--- src/rtl/fmrc_pkg.sv ---
// Shared types, codes and sizing constants for the first-match route classifier.
// Used by fmrc_match, the top level and the checker; depends on nothing.
package fmrc_pkg;

  localparam int MAX_RULES = 16;
  localparam int DEPTH     = 2 * MAX_RULES;
  localparam int ADDR_W    = $clog2(DEPTH);
  localparam int SCAN_MAX  = (MAX_RULES < 16) ? MAX_RULES : 16;

  localparam logic [ADDR_W-1:0] BASE_GLOBAL = ADDR_W'(MAX_RULES);
  localparam logic [4:0]        SCAN_MAX_W  = 5'(SCAN_MAX);

  localparam logic OP_WRITE   = 1'b0;
  localparam logic OP_LOOKUP  = 1'b1;
  localparam logic SET_APP    = 1'b0;
  localparam logic SET_GLOBAL = 1'b1;

  localparam logic CFG_APP_COUNT    = 1'b0;
  localparam logic CFG_GLOBAL_COUNT = 1'b1;

  localparam logic [1:0] KIND_PORT  = 2'd0;
  localparam logic [1:0] KIND_CIDR  = 2'd1;
  localparam logic [1:0] KIND_FINAL = 2'd2;
  localparam logic [1:0] KIND_NONE  = 2'd3;

  localparam logic [1:0] ACT_PROXY  = 2'd0;
  localparam logic [1:0] ACT_DIRECT = 2'd1;
  localparam logic [1:0] ACT_REJECT = 2'd2;
  localparam logic [1:0] ACT_BAD    = 2'd3;

  typedef struct packed {
    logic [15:0] port_high;
    logic [15:0] port_low;
    logic [31:0] network;
    logic [31:0] mask;
    logic [1:0]  kind;
    logic [1:0]  action;
  } rule_t;

  localparam int RULE_W = $bits(rule_t);

  typedef struct packed {
    logic [31:0] addr;
    logic        addr_valid;
    logic [15:0] port;
  } key_t;

  typedef struct packed {
    logic       hit;
    logic [1:0] action;
  } match_t;

  function automatic logic [31:0] prefix_mask(input logic [5:0] plen);
    logic [31:0] m;
    if (plen == 6'd0) begin
      m = 32'd0;
    end else if (plen >= 6'd32) begin
      m = 32'hFFFF_FFFF;
    end else begin
      m = 32'hFFFF_FFFF << (6'd32 - plen);
    end
    return m;
  endfunction

endpackage

--- src/rtl/fmrc_ram.sv ---
// Generic single-port-write, single-port-read RAM with registered read data.
// No dependencies.
module fmrc_ram #(
  parameter int WIDTH = 8,
  parameter int DEPTH = 32
) (
  input  logic                     clk,
  input  logic                     we,
  input  logic [$clog2(DEPTH)-1:0] waddr,
  input  logic [WIDTH-1:0]         wdata,
  input  logic [$clog2(DEPTH)-1:0] raddr,
  output logic [WIDTH-1:0]         rdata
);

  logic [WIDTH-1:0] mem [DEPTH];

  always_ff @(posedge clk) begin
    if (we) begin
      mem[waddr] <= wdata;
    end
    rdata <= mem[raddr];
  end

endmodule

--- src/rtl/fmrc_match.sv ---
// Rule match logic: compares one stored rule against the lookup key.
// Depends on fmrc_pkg.
module fmrc_match (
  input  fmrc_pkg::rule_t  rule,
  input  fmrc_pkg::key_t   key,
  output fmrc_pkg::match_t result
);

  logic port_ok;
  logic cidr_ok;

  assign port_ok = (key.port >= rule.port_low) && (key.port <= rule.port_high);
  assign cidr_ok = key.addr_valid && ((key.addr & rule.mask) == rule.network);

  always_comb begin
    result.action = rule.action;
    unique case (rule.kind)
      fmrc_pkg::KIND_PORT:  result.hit = port_ok;
      fmrc_pkg::KIND_CIDR:  result.hit = cidr_ok;
      fmrc_pkg::KIND_FINAL: result.hit = 1'b1;
      fmrc_pkg::KIND_NONE:  result.hit = 1'b0;
      default:              result.hit = 1'b0;
    endcase
  end

endmodule

--- src/rtl/first_match_route_classifier.sv ---
// Top level of the first-match route classifier: control, rule RAM and output register.
// Depends on fmrc_pkg, fmrc_ram and fmrc_match.
//
// Both rule sets live in one RAM, one entry per rule, set s at s*MAX_RULES. A write item
// stores its rule in the accept cycle and passes its result through ST_DONE to the output
// register. A lookup reads one rule per cycle through the RAM's single read port, so an item
// scans up to N rules (N = configured count, capped at MAX_RULES and 16) and stops at the
// first rule that matches. One item is in work at a time; a result may wait in the output
// register while the next item is accepted. Configuration is always ready.
module first_match_route_classifier (
  input  logic        clk,
  input  logic        rst_n,

  input  logic        in_valid,
  output logic        in_ready,
  input  logic        in_operation,
  input  logic        in_rule_set,
  input  logic [3:0]  in_rule_index,
  input  logic [1:0]  in_rule_kind,
  input  logic [1:0]  in_rule_action,
  input  logic [15:0] in_port_low,
  input  logic [15:0] in_port_high,
  input  logic [31:0] in_network,
  input  logic [5:0]  in_prefix_len,
  input  logic [31:0] in_dst_addr,
  input  logic        in_addr_valid,
  input  logic [15:0] in_conn_port,

  output logic        out_valid,
  input  logic        out_ready,
  output logic [1:0]  out_route_action,
  output logic        out_rule_hit,
  output logic [3:0]  out_hit_index,
  output logic        out_write_done,

  input  logic        cfg_valid,
  output logic        cfg_ready,
  input  logic        cfg_index,
  input  logic [4:0]  cfg_data
);

  localparam logic [1:0] ST_IDLE = 2'd0;
  localparam logic [1:0] ST_SCAN = 2'd1;
  localparam logic [1:0] ST_DONE = 2'd2;

  logic [1:0] state_r, state_nxt;
  logic [4:0] app_count_r, app_count_nxt;
  logic [4:0] global_count_r, global_count_nxt;

  logic            key_set_r, key_set_nxt;
  fmrc_pkg::key_t  key_r, key_nxt;
  logic [3:0]      rd_idx_r, rd_idx_nxt;
  logic [3:0]      last_idx_r, last_idx_nxt;

  logic [1:0] res_action_r, res_action_nxt;
  logic       res_hit_r, res_hit_nxt;
  logic [3:0] res_index_r, res_index_nxt;
  logic       res_done_r, res_done_nxt;

  logic       out_valid_r, out_valid_nxt;
  logic [1:0] out_action_r, out_action_nxt;
  logic       out_hit_r, out_hit_nxt;
  logic [3:0] out_index_r, out_index_nxt;
  logic       out_done_r, out_done_nxt;

  logic                         accept;
  logic                         idx_ok;
  logic [4:0]                   sel_count;
  logic [4:0]                   scan_len;
  logic [fmrc_pkg::ADDR_W-1:0]  in_base;
  logic [fmrc_pkg::ADDR_W-1:0]  key_base;
  logic [fmrc_pkg::ADDR_W-1:0]  waddr;
  logic [fmrc_pkg::ADDR_W-1:0]  raddr;
  logic                         we;
  logic [31:0]                  wmask;
  logic [1:0]                   wact;
  fmrc_pkg::rule_t              wrule;
  fmrc_pkg::rule_t              rrule;
  fmrc_pkg::match_t             mres;
  logic                         out_free;

  assign in_ready  = (state_r == ST_IDLE);
  assign cfg_ready = 1'b1;
  assign accept    = in_valid && in_ready;
  assign out_free  = !out_valid_r || out_ready;

  assign idx_ok    = 32'(in_rule_index) < fmrc_pkg::MAX_RULES;
  assign sel_count = (in_rule_set == fmrc_pkg::SET_GLOBAL) ? global_count_r : app_count_r;
  assign scan_len  = (sel_count > fmrc_pkg::SCAN_MAX_W) ? fmrc_pkg::SCAN_MAX_W : sel_count;

  assign in_base  = (in_rule_set == fmrc_pkg::SET_GLOBAL) ? fmrc_pkg::BASE_GLOBAL : '0;
  assign key_base = (key_set_r == fmrc_pkg::SET_GLOBAL) ? fmrc_pkg::BASE_GLOBAL : '0;
  assign waddr    = in_base + fmrc_pkg::ADDR_W'(in_rule_index);
  assign raddr    = (state_r == ST_IDLE) ? in_base
                  : key_base + fmrc_pkg::ADDR_W'({1'b0, rd_idx_r} + 5'd1);

  assign we    = accept && (in_operation == fmrc_pkg::OP_WRITE) && idx_ok;
  assign wmask = fmrc_pkg::prefix_mask(in_prefix_len);
  assign wact  = (in_rule_action == fmrc_pkg::ACT_BAD) ? fmrc_pkg::ACT_REJECT : in_rule_action;

  always_comb begin
    wrule.port_high = in_port_high;
    wrule.port_low  = in_port_low;
    wrule.network   = in_network & wmask;
    wrule.mask      = wmask;
    wrule.kind      = in_rule_kind;
    wrule.action    = wact;
  end

  fmrc_ram #(
    .WIDTH (fmrc_pkg::RULE_W),
    .DEPTH (fmrc_pkg::DEPTH)
  ) u_ram (
    .clk   (clk),
    .we    (we),
    .waddr (waddr),
    .wdata (wrule),
    .raddr (raddr),
    .rdata (rrule)
  );

  fmrc_match u_match (
    .rule   (rrule),
    .key    (key_r),
    .result (mres)
  );

  always_comb begin
    app_count_nxt    = app_count_r;
    global_count_nxt = global_count_r;
    if (cfg_valid && cfg_ready) begin
      unique case (cfg_index)
        fmrc_pkg::CFG_APP_COUNT:    app_count_nxt    = cfg_data;
        fmrc_pkg::CFG_GLOBAL_COUNT: global_count_nxt = cfg_data;
        default:                    app_count_nxt    = app_count_r;
      endcase
    end
  end

  always_comb begin
    state_nxt      = state_r;
    key_set_nxt    = key_set_r;
    key_nxt        = key_r;
    rd_idx_nxt     = rd_idx_r;
    last_idx_nxt   = last_idx_r;
    res_action_nxt = res_action_r;
    res_hit_nxt    = res_hit_r;
    res_index_nxt  = res_index_r;
    res_done_nxt   = res_done_r;
    out_valid_nxt  = out_valid_r;
    out_action_nxt = out_action_r;
    out_hit_nxt    = out_hit_r;
    out_index_nxt  = out_index_r;
    out_done_nxt   = out_done_r;

    if (out_valid_r && out_ready) begin
      out_valid_nxt = 1'b0;
    end

    unique case (state_r)
      ST_IDLE: begin
        if (accept) begin
          key_set_nxt     = in_rule_set;
          key_nxt.addr       = in_dst_addr;
          key_nxt.addr_valid = in_addr_valid;
          key_nxt.port       = in_conn_port;
          rd_idx_nxt      = 4'd0;
          last_idx_nxt    = 4'(scan_len - 5'd1);
          res_action_nxt  = fmrc_pkg::ACT_PROXY;
          res_hit_nxt     = 1'b0;
          res_index_nxt   = 4'd0;
          res_done_nxt    = 1'b0;
          if (in_operation == fmrc_pkg::OP_WRITE) begin
            res_done_nxt = idx_ok;
            state_nxt    = ST_DONE;
          end else if (scan_len == 5'd0) begin
            res_action_nxt = fmrc_pkg::ACT_DIRECT;
            state_nxt      = ST_DONE;
          end else begin
            state_nxt = ST_SCAN;
          end
        end
      end
      ST_SCAN: begin
        if (mres.hit) begin
          res_action_nxt = mres.action;
          res_hit_nxt    = 1'b1;
          res_index_nxt  = rd_idx_r;
          state_nxt      = ST_DONE;
        end else if (rd_idx_r == last_idx_r) begin
          res_action_nxt = fmrc_pkg::ACT_DIRECT;
          state_nxt      = ST_DONE;
        end else begin
          rd_idx_nxt = rd_idx_r + 4'd1;
        end
      end
      ST_DONE: begin
        if (out_free) begin
          out_valid_nxt  = 1'b1;
          out_action_nxt = res_action_r;
          out_hit_nxt    = res_hit_r;
          out_index_nxt  = res_index_r;
          out_done_nxt   = res_done_r;
          state_nxt      = ST_IDLE;
        end
      end
      default: begin
        state_nxt = ST_IDLE;
      end
    endcase
  end

  always_ff @(posedge clk) begin
    if (!rst_n) begin
      state_r        <= ST_IDLE;
      out_valid_r    <= 1'b0;
      app_count_r    <= 5'd0;
      global_count_r <= 5'd0;
    end else begin
      state_r        <= state_nxt;
      out_valid_r    <= out_valid_nxt;
      app_count_r    <= app_count_nxt;
      global_count_r <= global_count_nxt;
    end
  end

  always_ff @(posedge clk) begin
    key_set_r    <= key_set_nxt;
    key_r        <= key_nxt;
    rd_idx_r     <= rd_idx_nxt;
    last_idx_r   <= last_idx_nxt;
    res_action_r <= res_action_nxt;
    res_hit_r    <= res_hit_nxt;
    res_index_r  <= res_index_nxt;
    res_done_r   <= res_done_nxt;
    out_action_r <= out_action_nxt;
    out_hit_r    <= out_hit_nxt;
    out_index_r  <= out_index_nxt;
    out_done_r   <= out_done_nxt;
  end

  assign out_valid        = out_valid_r;
  assign out_route_action = out_action_r;
  assign out_rule_hit     = out_hit_r;
  assign out_hit_index    = out_index_r;
  assign out_write_done   = out_done_r;

endmodule

--- config.mk ---
export PLATFORM = sky130hd
export DESIGN_NAME = first_match_route_classifier
export DESIGN_NICKNAME = d
export VERILOG_FILES = /design/src/rtl/fmrc_pkg.sv /design/src/rtl/fmrc_ram.sv /design/src/rtl/fmrc_match.sv /design/src/rtl/first_match_route_classifier.sv
export SDC_FILE = /design/constraint.sdc
export NUM_CORES = 2
export LEC_CHECK = 0
export BUFFER_PORTS_ARGS = -buffer_cell sky130_fd_sc_hd__buf_4
export CORE_UTILIZATION = 60
export DETAILED_ROUTE_END_ITERATION = 6
export GPL_ROUTABILITY_DRIVEN = 0
export PLACE_DENSITY_LB_ADDON = 0.12
export SYNTH_ARGS = -nofsm -noshare
export SYNTH_HDL_FRONTEND = slang
export SYNTH_SLANG_ARGS = --single-unit
--- constraint.sdc ---
create_clock -name clk -period 9.29 [get_ports clk]
set_input_delay 1.3935 -clock clk [delete_from_list [all_inputs] [get_ports clk]]
set_output_delay 1.3935 -clock clk [all_outputs]
set_load 0.005 [all_outputs]
==> key figures <==
Status
  – Status: completed

Cells and area
  – Multi-input logic area: 0.0311 mm²
  – Layout cell share with drive strength beyond 1: 8.49%
  – FF/Latch Area: 0.101 mm²
  – Post-Route Utilization: 67.1%
  – Layout fillers: 15,349
  – Area Overhead vs Synth: 10.8%
  – Fin nets: 9,930

Route
  – Drt total wl: 386,000 µm
  – Drt wl/cell: 29.7 µm
  – DR pass1 iterations: 6
  – Wire length on met2: 183,000 µm
  – DR top layer: met5
  – DR WL met3: 39,200 µm
  – WL met1: 146,000 µm
  – Post-route ant nets: 0
  – Drt drc: 0
  – DR iter-0 viols: 12,184
  – Via count: 87,424
  – Drt via density: 6.72

Synth
  – Count leader, synth: edfxtp_1
  – Gate Count Post-Synth: 9,875
  – Yosys warning count: 0
  – Register bit count reported by yosys: 3,387
  – Number of synthesized flops with an enable pin: 3,274
  – Most used DFF post-synth: edfxtp_1
  – Post-synth cell types: 64
  – Largest cells by area after synthesis: edfxtp_1, nand2_1, o211ai_1, or3_1, a311oi_1
  – Asr flop ratio synth: 0%
  – Seq/Total Area, Yosys: 74.6%
  – Mapped Nets: 10,053
  – Dominant cell type by area after synthesis: edfxtp_1
  – Post-synth top area share: 72.9%
  – Synthesized area per cell: 13.7 µm²
  – Post-Syn Area: 0.135 mm²
  – Most frequent cells after synthesis: edfxtp_1, nand2_1, nand3_1

Hold path
  – Hold Crit Class: reg -> reg

Worst setup path
  – Data required, critical path: 9860 ps
  – Critical path arrival: 6280 ps
  – Worst path most repeated cell: buf_4
  – Critical path's largest stage delay: 1290 ps
  – Worst reg-to-reg setup slack: 3580 ps
  – Largest delay share family, worst path: simple AND/OR/NAND/NOR gates
  – Slowest cell on the critical path: nor2_4
  – Setup Crit Path Kind: reg -> reg
  – Critical path endpoint category: flop
  – Startpoint types: flop
  – Critical Path Fanout Max: 69
  – Worst path cell trace: or2_4 -> inv_16 -> nand2_1 -> clkinv_2 -> buf_4 -> nand4_1 -> nor2_4 -> buf_4
  – Sum of buffers and inverters on the critical path: 4

Floorplanning
  – Die height: 476 µm
  – Die W: 476 µm
  – Initial core utilization: 60.5%
  – Core area: 0.223 mm²
  – Die ar.: 0.227 mm²
  – Row count: 173
  – IO Pins: 151

STA
  – Worst slew pin tran: 1350 ps
  – Slew margin rel.: 9.68%
  – Fin crit period: 5710 ps
  – Setup_tns: 0 ps
  – Period utilization: 61.5%
  – Setup Skew: 27.5 ps
  – Final hold vios: 0
  – Max Slew Vio Count: 0
  – RSZ-0062 raised after global routing: no
  – Max frequency: 0.175 GHz
  – Setup Viol. Count Final: 0

Power and ir drop
  – Sw Share: 26.0%
  – Leakage power: 0.0479 µW
  – Peak supply drop: 0.224 mV
  – Clock share of power: 37.9%
  – Internal cell power: 26,200 µW
  – Part of the power in combinational logic: 13.2%
  – Sw Pwr: 9210 µW
  – PwrDens: 237 mW/mm²
  – Sequential power share: 48.9%

Clock network
  – Post-cts gate resize count: 0
  – CTS Buf Count: 350
  – Worst skew pair latency: 940 ps
  – Setup Buffers After CTS: 0
  – CTS tree: built
  – H-tree depth: 5
  – Clk slew on worst S/H paths: 60 ps
  – Clock Sinks: 3,387
  – CTS hold repair buffers: 0
  – Max Root-Sink Buffers: 4
  – Clock Tree Root: clkbuf_16

Job
  – Max Cap Viol: 0

GRT
  – Largest net degree at the start of global routing: 208
  – Initial antenna violation count: 18
  – Vias in the first global route: 83,174
  – First-pass GRT wire length: 559,000 µm
  – GR Overflow Total: 0
  – Total GRT Usage: 33.9%

Placed design
  – Detailed Place HPWL: 176,000 µm
  – # port buffers: 149
==> power groups by stage <==
stage | combinational (µW) | sequential (µW) | clock (µW)
floorplan | 3000 | 17500 | 0
global placement | 4480 | 17600 | 0
detailed placement | 4570 | 17600 | 0
CTS | 4600 | 17300 | 13500
global route | 5020 | 17300 | 14000
finish | 4680 | 17300 | 13400
==> worst paths after layout <==
kind,from,to,depth (start not counted)
setup reg to reg,state_r[1],u_ram.mem[19][24],8
hold reg to reg,res_done_r,out_write_done,0
hold / removal,res_done_r,out_write_done,0
setup / recovery,state_r[1],u_ram.mem[19][24],8
==> layer usage <==
metal,track usage [%],vias to the layer above
li1,-,37464
met1,46.6,43631
met2,53.8,5377
met3,5.11,950
met4,15.5,2
met5,0,-
==> layout make-up <==
type / count / area share, %
clock inverters: 146 / 0.838
inverters: 50 / 0.142
repair buffers: 309 / 1.96
diodes: 14 / 0.0235
clock buffers: 473 / 6.38
multi-input cells: 5654 / 20.8
well taps: 2975 / 2.49
flip-flops and latches: 3387 / 67.3
==> per-stage QoR <==
stage                     hold slack (ps)  total power [µW]  setup slack [ps]  area [µm²]  std cells
after floorplan                       400             20500              1230      135000       9875
after global placement                409             22100              3420      139000      12375
after detailed placement              407             22200              3390      139000      12375
after CTS                             421             35400              3650      149000      12994
after global routing                  436             36400              3510      149000      13006
final                                 421             35400              3580      149000      13008
==> cells by family (layout without fill, tap and decap cells) <==
group	Yosys count	count (layout)	synth area share, %
and+or+nand+nor	3457	3457	11.5
buffers and inverters	834	978	2.62
adders and majority gates	38	38	0.353
AOI/OAI and AO/OA	2096	2096	10.5
DFF	3387	3387	74.6
xor gates and xnor gates	44	44	0.291
muxes	18	18	0.178
other	1	15	0.00278
==> sequential cells by signal, indices dropped and copies added, names as in the netlist, 4 cells and up <==
register,cells
app_count_r,5
global_count_r,5
key_r,49
last_idx_r,4
out_hit_index,4
rd_idx_r,4
res_index_r,4
u_ram.mem,3200
u_ram.rdata,100
==> placed cells by master, fill, tap and decap left out, types with 24 or more instances in the layout <==
cell / synthesis / final
dfxtp_1: 113 / 113
a21oi_1: 465 / 454
buf_4: 35 / 260
o211ai_1: 497 / 497
clkbuf_1: 532 / 101
nand3_1: 608 / 608
and3_1: 97 / 97
nor2_4: 1 / 36
buf_12: 0 / 49
nor2_1: 184 / 150
or3_1: 494 / 494
clkbuf_16: 0 / 358
and2_1: 34 / 34
ha_1: 38 / 37
o21ai_0: 309 / 303
o22ai_1: 80 / 80
o21ai_1: 28 / 27
xnor2_1: 35 / 35
nand2_1: 1980 / 1980
a221oi_1: 24 / 24
a31oi_1: 84 / 82
a2111oi_0: 29 / 29
edfxtp_1: 3274 / 3274
a311oi_1: 351 / 351
inv_1: 49 / 47
a211oi_1: 147 / 147
clkinv_1: 0 / 63
o31a_1: 44 / 44
clkinv_2: 0 / 49
No activity file was read; power rests on OpenSTA's default activity.
